==> config.mk <==
export PLATFORM = sky130hd
export DESIGN_NAME = timetable_link_cost
export DESIGN_NICKNAME = d
export VERILOG_FILES = /design/src/hw/rtl/ttlc_pkg.sv /design/src/hw/rtl/timetable_link_cost.sv /design/src/hw/rtl/ttlc_mission_mem.sv /design/src/hw/rtl/ttlc_cost_alu.sv /design/src/hw/rtl/ttlc_engine.sv
export SDC_FILE = /design/constraint.sdc
export NUM_CORES = 2
export LEC_CHECK = 0
export BUFFER_PORTS_ARGS = -buffer_cell sky130_fd_sc_hd__buf_2
export CAP_MARGIN = 20
export CORE_UTILIZATION = 60
export CTS_CLUSTER_DIAMETER = 30
export CTS_CLUSTER_SIZE = 28
export DETAILED_ROUTE_END_ITERATION = 10
export PLACE_DENSITY_LB_ADDON = 0.1
export SYNTH_ARGS = -nofsm -noshare
export SYNTH_HDL_FRONTEND = slang
export SYNTH_SLANG_ARGS = --single-unit
==> constraint.sdc <==
create_clock -name clock -period 21.1 [get_ports clock]
set_input_delay 0 -clock clock [delete_from_list [all_inputs] [get_ports clock]]
set_output_delay 0 -clock clock [all_outputs]
set_load 0.02 [all_outputs]
==> src/hw/rtl/ttlc_pkg.sv <==
// shared types, codes and constants for the timetable link cost block
// no dependencies; imported by every module of the block
`timescale 1ns / 1ps

package ttlc_pkg;

   // field widths
   localparam int TIME_BITS     = 20;
   localparam int FREE_W        = 24;
   localparam int PERIOD_W      = 17;
   localparam int LINK_COST_W   = 25;
   localparam int SEL_INDEX_W   = 4;
   localparam int STATUS_W      = 2;
   // internal signed cost width, holds arrival minus query plus one period
   // and the starting cost of 100 periods
   localparam int COST_W        = 26;
   localparam int CSR_INDEX_W   = 2;
   localparam int CSR_DATA_W    = 24;

   localparam int MAX_MISSIONS_DEF = 16;

   // word kinds
   localparam logic [1:0] KIND_LOAD    = 2'd0;
   localparam logic [1:0] KIND_CLEAR   = 2'd1;
   localparam logic [1:0] KIND_UNTIMED = 2'd2;
   localparam logic [1:0] KIND_TIMED   = 2'd3;

   // result status codes
   localparam logic [STATUS_W-1:0] ST_OK       = 2'd0;
   localparam logic [STATUS_W-1:0] ST_FULL     = 2'd1;
   localparam logic [STATUS_W-1:0] ST_ORDER    = 2'd2;
   localparam logic [STATUS_W-1:0] ST_NO_LINK  = 2'd3;

   // register indexes
   localparam logic [CSR_INDEX_W-1:0] CSR_FREE_COST = 2'd0;
   localparam logic [CSR_INDEX_W-1:0] CSR_HAS_FREE  = 2'd1;
   localparam logic [CSR_INDEX_W-1:0] CSR_PERIOD    = 2'd2;

   localparam logic [PERIOD_W-1:0] PERIOD_RESET = 17'd86400;

   typedef struct packed {
      logic [1:0]           kind;
      logic [TIME_BITS-1:0] depart_at;
      logic [TIME_BITS-1:0] arrive_at;
      logic [TIME_BITS-1:0] query_time;
   } req_type;

   typedef struct packed {
      logic signed [LINK_COST_W-1:0] link_cost;
      logic                          selected_valid;
      logic [SEL_INDEX_W-1:0]        selected_index;
      logic [TIME_BITS-1:0]          chosen_departure;
      logic [TIME_BITS-1:0]          chosen_arrival;
      logic [STATUS_W-1:0]           status;
   } rsp_type;

   typedef struct packed {
      logic [FREE_W-1:0]   free_cost_value;
      logic                has_free_link;
      logic [PERIOD_W-1:0] period_length;
   } cfg_type;

   typedef struct packed {
      logic [TIME_BITS-1:0] depart;
      logic [TIME_BITS-1:0] arrive;
   } mission_type;

   typedef enum logic [2:0] {
      ENG_IDLE,
      ENG_SETUP,
      ENG_SCAN,
      ENG_UNTIMED,
      ENG_FINISH
   } eng_state_type;

endpackage

==> src/hw/rtl/timetable_link_cost.sv <==
// top level of the timetable link cost block: registers, output register
// depends on ttlc_pkg, ttlc_mission_mem and ttlc_engine
`timescale 1ns / 1ps

// Cost unit for one link of a transit graph. Each request word loads a
// mission, clears the table, or asks for the untimed or the timed cost;
// each gives exactly one response word. Requests are taken one at a time:
// loads, clears, free-link untimed queries and queries on an undefined link
// go straight to the finish state, an untimed query on a scheduled link
// first reads slot 0, and a timed query sets its starting cost, then scans
// the stored missions, one mission a cycle from the table's read port
// through one shared cost and compare unit. A finished response sits in an
// output register, so the next request is taken while it waits. Registers
// must be written only while the block is idle, not enforced by the block.

module timetable_link_cost
   import ttlc_pkg::*;
#(
   parameter int MAX_MISSIONS = MAX_MISSIONS_DEF
) (
   input  logic                   clock,
   input  logic                   reset,
   input  logic                   req_valid,
   output logic                   req_stall,
   input  req_type                req_data,
   output logic                   rsp_valid,
   input  logic                   rsp_stall,
   output rsp_type                rsp_data,
   input  logic                   csr_we,
   input  logic [CSR_INDEX_W-1:0] csr_index,
   input  logic [CSR_DATA_W-1:0]  csr_wdata
);

   localparam int IDX_W = (MAX_MISSIONS > 1) ? $clog2(MAX_MISSIONS) : 1;
   localparam int CNT_W = $clog2(MAX_MISSIONS + 1);

   cfg_type     cfg_ff;
   logic        rsp_valid_ff;
   rsp_type     rsp_data_ff;
   logic        out_free;
   logic        res_valid;
   rsp_type     res_data;
   logic        mem_wr_en;
   logic [IDX_W-1:0] mem_wr_addr;
   logic [IDX_W-1:0] mem_rd_addr;
   mission_type mem_wr_data;
   mission_type mem_rd_data;

   // configuration registers
   always_ff @(posedge clock) begin
      if (reset) begin
         cfg_ff.free_cost_value <= '0;
         cfg_ff.has_free_link   <= 1'b0;
         cfg_ff.period_length   <= PERIOD_RESET;
      end else if (csr_we) begin
         unique case (csr_index)
            CSR_FREE_COST: cfg_ff.free_cost_value <= csr_wdata[FREE_W-1:0];
            CSR_HAS_FREE:  cfg_ff.has_free_link   <= csr_wdata[0];
            CSR_PERIOD:    cfg_ff.period_length   <= csr_wdata[PERIOD_W-1:0];
            default:       cfg_ff <= cfg_ff;
         endcase
      end
   end

   // output register
   assign out_free = !rsp_valid_ff || !rsp_stall;

   always_ff @(posedge clock) begin
      if (reset) begin
         rsp_valid_ff <= 1'b0;
      end else if (out_free) begin
         rsp_valid_ff <= res_valid;
      end
   end

   always_ff @(posedge clock) begin
      if (out_free && res_valid) begin
         rsp_data_ff <= res_data;
      end
   end

   assign rsp_valid = rsp_valid_ff;
   assign rsp_data  = rsp_data_ff;

   ttlc_mission_mem #(
      .DEPTH (MAX_MISSIONS),
      .IDX_W (IDX_W)
   ) u_mem (
      .clock   (clock),
      .wr_en   (mem_wr_en),
      .wr_addr (mem_wr_addr),
      .wr_data (mem_wr_data),
      .rd_addr (mem_rd_addr),
      .rd_data (mem_rd_data)
   );

   ttlc_engine #(
      .MAX_MISSIONS (MAX_MISSIONS),
      .IDX_W        (IDX_W),
      .CNT_W        (CNT_W)
   ) u_engine (
      .clock       (clock),
      .reset       (reset),
      .cfg         (cfg_ff),
      .req_valid   (req_valid),
      .req_data    (req_data),
      .req_stall   (req_stall),
      .res_valid   (res_valid),
      .res_data    (res_data),
      .out_free    (out_free),
      .mem_wr_en   (mem_wr_en),
      .mem_wr_addr (mem_wr_addr),
      .mem_wr_data (mem_wr_data),
      .mem_rd_addr (mem_rd_addr),
      .mem_rd_data (mem_rd_data)
   );

endmodule

==> src/hw/rtl/ttlc_mission_mem.sv <==
// mission table: one write port, one read port with registered read data
// depends on ttlc_pkg for the mission entry type
`timescale 1ns / 1ps

module ttlc_mission_mem
   import ttlc_pkg::*;
#(
   parameter int DEPTH = MAX_MISSIONS_DEF,
   parameter int IDX_W = (DEPTH > 1) ? $clog2(DEPTH) : 1
) (
   input  logic              clock,
   input  logic              wr_en,
   input  logic [IDX_W-1:0]  wr_addr,
   input  mission_type       wr_data,
   input  logic [IDX_W-1:0]  rd_addr,
   output mission_type       rd_data
);

   mission_type mem [DEPTH];
   mission_type rd_data_ff;

   // write port
   always_ff @(posedge clock) begin
      if (wr_en) begin
         mem[wr_addr] <= wr_data;
      end
   end

   // registered read port
   always_ff @(posedge clock) begin
      rd_data_ff <= mem[rd_addr];
   end

   assign rd_data = rd_data_ff;

endmodule

==> src/hw/rtl/ttlc_cost_alu.sv <==
// shared cost unit: cost of one mission at the query time and the compare
// against the best cost so far; depends on ttlc_pkg
`timescale 1ns / 1ps

module ttlc_cost_alu
   import ttlc_pkg::*;
(
   input  mission_type               mission,
   input  logic [TIME_BITS-1:0]      query_time,
   input  logic [PERIOD_W-1:0]       period_length,
   input  logic signed [COST_W-1:0]  best_cost,
   output logic signed [COST_W-1:0]  mission_cost,
   output logic                      take
);

   logic                     wraps;
   logic signed [COST_W-1:0] arr_s;
   logic signed [COST_W-1:0] qry_s;
   logic signed [COST_W-1:0] pen_s;

   // a mission that left before the query time is caught next period
   always_comb begin
      wraps = mission.depart < query_time;
      arr_s = $signed({{(COST_W-TIME_BITS){1'b0}}, mission.arrive});
      qry_s = $signed({{(COST_W-TIME_BITS){1'b0}}, query_time});
      pen_s = wraps ? $signed({{(COST_W-PERIOD_W){1'b0}}, period_length})
                    : '0;
      mission_cost = arr_s - qry_s + pen_s;
      // less or equal so a later slot wins a tie
      take = mission_cost <= best_cost;
   end

endmodule

==> src/hw/rtl/ttlc_engine.sv <==
// sequencer of the link cost block: loads, clears, untimed queries and
// the scan through the shared cost unit; depends on ttlc_pkg and ttlc_cost_alu
`timescale 1ns / 1ps

module ttlc_engine
   import ttlc_pkg::*;
#(
   parameter int MAX_MISSIONS = MAX_MISSIONS_DEF,
   parameter int IDX_W = (MAX_MISSIONS > 1) ? $clog2(MAX_MISSIONS) : 1,
   parameter int CNT_W = $clog2(MAX_MISSIONS + 1)
) (
   input  logic              clock,
   input  logic              reset,
   input  cfg_type           cfg,
   input  logic              req_valid,
   input  req_type           req_data,
   output logic              req_stall,
   output logic              res_valid,
   output rsp_type           res_data,
   input  logic              out_free,
   output logic              mem_wr_en,
   output logic [IDX_W-1:0]  mem_wr_addr,
   output mission_type       mem_wr_data,
   output logic [IDX_W-1:0]  mem_rd_addr,
   input  mission_type       mem_rd_data
);

   localparam logic [CNT_W-1:0] MAX_CNT = CNT_W'(MAX_MISSIONS);

   eng_state_type            state_ff, state_in;
   logic [CNT_W-1:0]         count_ff, count_in;
   logic [IDX_W-1:0]         idx_ff, idx_in;
   logic [TIME_BITS-1:0]     qtime_ff, qtime_in;
   logic signed [COST_W-1:0] best_ff, best_in;
   logic                     found_ff, found_in;
   logic [IDX_W-1:0]         slot_ff, slot_in;
   mission_type              pick_ff, pick_in;
   rsp_type                  res_ff, res_in;

   logic                     accept;
   logic signed [COST_W-1:0] alu_cost;
   logic                     alu_take;
   logic [COST_W-1:0]        start_cost;
   logic [CNT_W-1:0]         idx_next_cnt;
   logic                     last_slot;
   logic [IDX_W+SEL_INDEX_W-1:0] slot_wide;
   logic [TIME_BITS-1:0]     span;

   ttlc_cost_alu u_alu (
      .mission       (mem_rd_data),
      .query_time    (qtime_ff),
      .period_length (cfg.period_length),
      .best_cost     (best_ff),
      .mission_cost  (alu_cost),
      .take          (alu_take)
   );

   assign accept    = req_valid && !req_stall;
   assign req_stall = state_ff != ENG_IDLE;
   assign res_valid = state_ff == ENG_FINISH;
   assign res_data  = res_ff;

   // state register
   always_ff @(posedge clock) begin
      if (reset) begin
         state_ff <= ENG_IDLE;
         count_ff <= '0;
      end else begin
         state_ff <= state_in;
         count_ff <= count_in;
      end
   end

   // scan datapath
   always_ff @(posedge clock) begin
      idx_ff   <= idx_in;
      qtime_ff <= qtime_in;
      best_ff  <= best_in;
      found_ff <= found_in;
      slot_ff  <= slot_in;
      pick_ff  <= pick_in;
      res_ff   <= res_in;
   end

   // next state and outputs
   always_comb begin
      state_in    = state_ff;
      count_in    = count_ff;
      idx_in      = idx_ff;
      qtime_in    = qtime_ff;
      best_in     = best_ff;
      found_in    = found_ff;
      slot_in     = slot_ff;
      pick_in     = pick_ff;
      res_in      = res_ff;
      mem_wr_en   = 1'b0;
      mem_wr_addr = count_ff[IDX_W-1:0];
      mem_wr_data = '{depart: req_data.depart_at, arrive: req_data.arrive_at};

      // 100 periods as 64 + 32 + 4
      start_cost = ({{(COST_W-PERIOD_W){1'b0}}, cfg.period_length} << 6)
                 + ({{(COST_W-PERIOD_W){1'b0}}, cfg.period_length} << 5)
                 + ({{(COST_W-PERIOD_W){1'b0}}, cfg.period_length} << 2);
      idx_next_cnt = CNT_W'(idx_ff) + CNT_W'(1);
      last_slot    = idx_next_cnt >= count_ff;
      span         = mem_rd_data.arrive - mem_rd_data.depart;
      slot_wide    = '0;

      unique case (state_ff)
         ENG_IDLE: begin
            if (accept) begin
               res_in = '0;
               res_in.status = ST_OK;
               unique case (req_data.kind) inside
                  KIND_LOAD: begin
                     state_in = ENG_FINISH;
                     if (count_ff >= MAX_CNT) begin
                        res_in.status = ST_FULL;
                     end else if (req_data.arrive_at < req_data.depart_at) begin
                        res_in.status = ST_ORDER;
                     end else begin
                        mem_wr_en = 1'b1;
                        count_in  = count_ff + CNT_W'(1);
                     end
                  end
                  KIND_CLEAR: begin
                     state_in = ENG_FINISH;
                     count_in = '0;
                  end
                  KIND_UNTIMED, KIND_TIMED: begin
                     idx_in   = '0;
                     qtime_in = req_data.query_time;
                     if (!cfg.has_free_link && count_ff == '0) begin
                        res_in.status = ST_NO_LINK;
                        state_in      = ENG_FINISH;
                     end else if (req_data.kind == KIND_UNTIMED) begin
                        if (cfg.has_free_link) begin
                           res_in.link_cost = $signed({1'b0, cfg.free_cost_value});
                           state_in = ENG_FINISH;
                        end else begin
                           state_in = ENG_UNTIMED;
                        end
                     end else begin
                        state_in = ENG_SETUP;
                     end
                  end
                  default: state_in = ENG_IDLE;
               endcase
            end
         end

         // slot 0 read data is ready here
         ENG_UNTIMED: begin
            res_in.link_cost =
               $signed({{(LINK_COST_W-TIME_BITS){1'b0}}, span});
            res_in.selected_valid   = 1'b1;
            res_in.selected_index   = '0;
            res_in.chosen_departure = mem_rd_data.depart;
            res_in.chosen_arrival   = mem_rd_data.arrive;
            res_in.status           = ST_OK;
            state_in                = ENG_FINISH;
         end

         // starting cost; an empty table with a free link ends here
         ENG_SETUP: begin
            best_in  = cfg.has_free_link
                     ? $signed({{(COST_W-FREE_W){1'b0}}, cfg.free_cost_value})
                     : $signed(start_cost);
            found_in = 1'b0;
            slot_in  = '0;
            if (count_ff == '0) begin
               res_in.link_cost = best_in[LINK_COST_W-1:0];
               state_in = ENG_FINISH;
            end else begin
               state_in = ENG_SCAN;
            end
         end

         // one mission per cycle through the cost unit
         ENG_SCAN: begin
            if (alu_take) begin
               best_in  = alu_cost;
               found_in = 1'b1;
               slot_in  = idx_ff;
               pick_in  = mem_rd_data;
            end
            if (last_slot) begin
               slot_wide = {{SEL_INDEX_W{1'b0}}, slot_in};
               res_in.link_cost      = best_in[LINK_COST_W-1:0];
               res_in.selected_valid = found_in;
               res_in.selected_index = found_in ? slot_wide[SEL_INDEX_W-1:0] : '0;
               res_in.chosen_departure = found_in ? pick_in.depart : '0;
               res_in.chosen_arrival   = found_in ? pick_in.arrive : '0;
               res_in.status           = ST_OK;
               state_in = ENG_FINISH;
            end else begin
               idx_in = idx_ff + IDX_W'(1);
            end
         end

         // hand the word to the output register
         ENG_FINISH: begin
            if (out_free) begin
               state_in = ENG_IDLE;
            end
         end

         default: state_in = ENG_IDLE;
      endcase
   end

   assign mem_rd_addr = idx_in;

   // table never holds more than its depth
   a_count_bound: assert property (@(posedge clock) disable iff (reset)
      count_ff <= MAX_CNT)
      else $error("mission count above table depth");

   // scan index stays inside the filled part of the table
   a_scan_index: assert property (@(posedge clock) disable iff (reset)
      state_ff == ENG_SCAN |-> CNT_W'(idx_ff) < count_ff)
      else $error("scan index past last mission");

   // a clear empties the table
   a_clear: assert property (@(posedge clock) disable iff (reset)
      accept && req_data.kind == KIND_CLEAR |=> count_ff == '0)
      else $error("clear left missions in table");

   // a chosen mission only comes with an ok status
   a_pick_ok: assert property (@(posedge clock) disable iff (reset)
      res_valid && res_ff.selected_valid |-> res_ff.status == ST_OK)
      else $error("mission chosen with error status");

endmodule

# Word-level counts from Yosys, hierarchy flattened
# Memory sizes are Yosys's and may differ from the RTL's. A register that Yosys moved wholly into a read port is not among the register bits.
# Cells that the tools add are included.
# classes
addsub	8
n_eq_ne	16
n_reduce_logical	28
magnitude_cmp	5
mux	49
# ops
op	n
two-way mux 72 bit	2
one-hot mux 47 bit (3 select lines)	1
two-way mux 25 bit	4
one-hot mux 25 bit (4 select lines)	1
two-way mux 26 bit	2
one-hot mux 26 bit (2 select lines)	1
< comparator 20 bit	2
two-way mux 20 bit	2
two-way mux 40 bit	1
adder 26 x 19 -> 26 bit	1
less-or-equal comparator 22 x 26 -> 1 bit	1
adder 23 x 22 -> 24 bit	1
two-way mux 24 bit	1
adder 21 x 18 -> 22 bit	1
two-way mux 3 bit	7
subtractor 20 x 20 -> 21 bit	1
two-way mux 4 bit	5
subtractor 20 bit	1
two-way mux 17 bit	1
one-hot mux 4 bit (2 select lines)	2
one-hot mux 3 bit (5 select lines)	1
two-way mux 5 bit	2
one-hot mux 5 bit (2 select lines)	1
two-way mux 1 bit	9
30 further kinds	55
# totals
register_bits	290
elab_cells	133
memories	1
ram_bits	640
# mem_list
memory	words	width	rd	rd_clocked_by_memory_dff	write_ports	line	source
u_mem.mem	16	40	1	1	1	ttlc_mission_mem.sv:19	mission_type mem [DEPTH];

# Depth between registers and ports, before layout
# logic_depth
word_depth	9
ltp_mapped	34
ltp_nobuf	30

# Hierarchy
# From an unflattened synthesis, not the netlist that was laid out.
# hier_totals
cells_unflattened	2734
area_unflattened_um2	43334.1
# by_module_without_submodules
mod	area_per_inst_um2	n_inst	seq_area_each_um2	cells_per_inst
ttlc_mission_mem	25131.6	1	20019.2	1040
ttlc_engine	11095.6	1	5134.9	1026
timetable_link_cost	4007.6	1	3022.9	249
ttlc_cost_alu	3099.2	1	0.0	419

# Worst setup path after synthesis
# Ideal clock, no wire load.
# synth_path
path_type	reg-to-reg
startpoint	reg u_engine.qtime_ff[1]
endpoint	reg u_engine.res_ff, in the netlist u_engine.res_data[10], data pin
setup_time_ns	0.256
t_arrival_ns	6.578
stages_incl_launch_ff	31
path_buffers	3
required_ns	20.844
path_slack_ns	14.265
path_cell_list	edfxtp_1 > inv_1 > ha_1 > a21o_1 > a21o_1 > a21o_1 > a21o_1 > a21oi_1 > o21ai_0 > a211oi_1 > clkbuf_1 > and2_1 > ha_1 > nor2b_1 > o31a_1 > o41a_1 > o211ai_1 > a21boi_0 > or2_2 > and4_1 > or2_2 > ha_1 > nand3_1 > a21oi_1 > a211oi_1 > o21ai_0 > a31oi_1 > clkbuf_1 > clkbuf_1 > mux2_2 > a22o_1
# synth_lines
element	line	source
start, declared	ttlc_engine.sv:33	logic [TIME_BITS-1:0] qtime_ff, qtime_in;
start signal, assigned	ttlc_engine.sv:77	qtime_ff <= qtime_in;
end signal, assigned	ttlc_engine.sv:82	res_ff <= res_in;
end, declared	ttlc_engine.sv:38	rsp_type res_ff, res_in;

==> impl_metrics.py <==
metrics = {
    "sta": {
        "worst_pin_slew_ns": 1.13,
        "setup-tns-final_ns": 0,
        "maxSlewHeadroom": 0.248,
        "fin_crit_ns": 7.97,
        "max_freq_ghz": 0.125,
        "finalCritPeriodShare": 0.378,
        "clock_skew_ns": 0.0548,
        "finalMaxSlewViolations": 0,
        "setup_viol": 0,
        "hold_viol": 0,
        "rsz0062_at_grt": "no",
    },
    "finish": {
        "fin_util": 0.737,
        "layout.nets": 3433,
        "drive_gt1_frac": 0.220,
        "area_growth_pct": 21.7,
    },
    "logic_synthesis": {
        "ys_async_sr_fraction": 0,
        "ys_ff_latch": 970,
        "synth-seq-area-share": 0.664,
        "synth.area.top_cells": "edfxtp_1, mux4_2, ha_1",
        "syn_area_per_cell_um2": 15.3,
        "synth_area_leader_cell": "edfxtp_1",
        "syn_area_um2": 42400,
        "ys_warn_count": 0,
        "synth-edff-count": 875,
        "synthFlopType": "edfxtp_1",
        "syn-num-nets": 3032,
        "ys_types": 80,
        "synth_cells": 2773,
        "yosys.area.top_type_share": 0.619,
    },
    "routing": {
        "drc_errors": 0,
        "drtAntennaViolNets": 0,
        "vias": 26541,
        "drt-initial-drc-count": 2588,
        "drt-vias-per-instance": 6.23,
        "wl_per_cell_um": 26.4,
        "drt_first_pass_iters": 6,
        "wl_um": 112000,
    },
    "clock_network": {
        "cts.path.max_buffers": 3,
        "path_clk_slew_ns": 0.05,
        "worstSkewPairLatency_ns": 0.76,
        "cts-buffers-inserted": 166,
        "cts_sinks": 970,
        "post_cts_resized": 0,
        "cts_root_buf": "clkbuf_16",
        "cts_max_level": 4,
        "cts_tree": "done",
    },
    "job": {
        "drv_cap": 0,
    },
    "critical_path": {
        "crit_type": "reg2reg",
        "cp.arrival_ns": 8.45,
        "cp_common_cell": "a21o_1",
        "reg2reg_depth": 30,
        "slowest_delay_ns": 0.56,
        "cpMaxStageDelayCell": "buf_4",
        "critPathRequiredTime_ns": 21.58,
        "crit_path_max_fanout": 61,
        "cp-start-kind": "flop",
        "critPathCaptureType": "flop",
    },
    "placement": {
        "place_hpwl_um": 67800,
        "portBuffers": 166,
        "gp_congestion": 0.918,
    },
    "global_route": {
        "grt_pass1_wl_um": 165000,
        "grt_usage": 0.317,
        "grt_pass1_vias": 27161,
        "grt.overflow.total": 0,
        "grt_start_max_net_pins": 112,
        "antenna_found_initial": 7,
    },
    "die": {
        "start_util": 0.606,
        "dieArea_um2": 71800,
        "num_rows": 97,
        "pin_count": 167,
        "die_w_um": 268,
        "core_um2": 70000,
        "die_h_um": 268,
    },
    "hold_path": {
        "hold_depth": 4,
        "hold_path_class": "in2reg",
    },
    "power_and_ir_drop": {
        "p_per_area_nw_per_um2": 101,
        "leakage_uw": 0.0189,
        "report.power.total_uw": 5230,
        "ir_drop_uv": 83.5,
    },
    "status": {
        "outcome": "complete, no violations",
    },
}
path summary, 6_finish.rpt:
path | start | endpoint | slack (ns)
worst max-delay path | u_engine.qtime_ff[1]$_DFFE_PP_ | u_engine.res_data[25]$_DFFE_PP_ | 13.13
worst min-delay path | csr_wdata[9] | cfg_ff[27]$_SDFFE_PP0P_ | 0.06
worst max register to register | u_engine.qtime_ff[1]$_DFFE_PP_ | u_engine.res_data[25]$_DFFE_PP_ | 13.13
worst min register to register | u_engine.res_data[46]$_DFFE_PP_ | rsp_data[46]$_DFFE_PP_ | 0.41
worst max-delay path, delay by kind of cell, from the launching register on:
family / cells / cell delay (ns)
buffers and inverters: 4 / 1.22
adders and majority gates: 3 / 0.82
DFF: 1 / 0.41
and+or+nand+nor: 3 / 0.63
AOI/OAI and AO/OA: 20 / 4.56
metrics by stage:
step,cell area (um2),cells,worst slack [ns],hold slack (ns)
global placement,44400,3803,13.48,0.180
CTS,51600,4255,13.20,0.0270
global route,51600,4257,12.61,0.0672
finish,51600,4258,13.13,0.0641
floorplan,42400,2773,14.27,0.0989
detailed placement,44400,3803,13.23,0.179
where the power goes:
| part | leakage, uW | internal (uW) | total, uW | switching, uW |
|---|---|---|---|---|
| clock | 0.00275 | 1680 | 2690 | 1000 |
| sequential | 0.00878 | 2150 | 2170 | 23.0 |
| combinational | 0.00735 | 138 | 370 | 232 |
| total | 0.0189 | 3970 | 5230 | 1260 |
routing by layer:
layer,vias up,part of all wire,global-route usage
li1,11700,-,-
met2,1131,0.52,0.552
met5,-,0.00031,0
met4,6,0.046,0.158
met1,13431,0.38,0.384
met3,273,0.061,0.0526
cells by family (layout without fill, tap and decap cells):
family,after synthesis,count (layout),share of synthesized area
compound gates,583,583,0.0928
simple gates,522,522,0.0573
fa+ha+maj,166,166,0.0498
flops,970,970,0.664
other cells,0,2,0
buf+inv,250,793,0.0234
mux,210,210,0.0975
xor+xnor,72,72,0.0149
sequential cells by signal, indices dropped and copies added, names as in the netlist:
register,cells
u_mem.mem,640
rsp_data,72
u_engine.res_data,72
cfg_ff,42
u_engine.pick_ff,40
u_mem.rd_data,40
u_engine.best_ff,26
u_engine.qtime_ff,20
u_engine.count_ff,5
u_engine.idx_ff,4
u_engine.slot_ff,4
u_engine.state_ff,3
rsp_valid,1
u_engine.found_ff,1
Yosys cell counts, drive strengths merged (7+ instances only):
library cell  count
edfxtp          875
nand2           226
ha              161
mux4            160
a21oi           145
inv             135
o21ai           110
nor2            104
dfxtp            95
a22oi            85
clkbuf           77
xnor2            49
a21o             47
a22o             43
buf              37
a211oi           29
and2             29
nor3             27
mux2             26
nand3            26
mux2i            24
nor2b            23
xor2             23
nand2b           21
nand4            21
o21a             20
o21bai           12
a31oi             9
and3              8
nand3b            8
o211ai            8
o31ai             8
a221oi            7
layout make-up:
class | count | area (um2)
Sequential cell | 970 | 28200
Fill cell | 4231 | 18400
Multi-Input combinational cell | 1553 | 13500
Clock buffer | 180 | 4270
Timing Repair Buffer | 347 | 2580
Clock inverter | 130 | 1460
Tap cell | 940 | 1180
Inverter | 136 | 510
Antenna cell | 2 | 5.00
cell usage in the layout (no fill, tap or decap), drive strengths merged, types with 47 or more instances in the layout:
cell type	count
edfxtp	875
nand2	226
buf	205
clkbuf	180
inv	166
ha	161
mux4	160
a21oi	145
dlygate4sd3	142
o21ai	110
nor2	104
dfxtp	95
a22oi	85
clkinv	64
xnor2	49
a21o	47
timing repair:
item	4_1_cts	5_1_grt
buffers inserted	0	0
hold endpoints to repair	721	0
hold buffers	142	0
No activity file was read; power rests on OpenSTA's default activity.
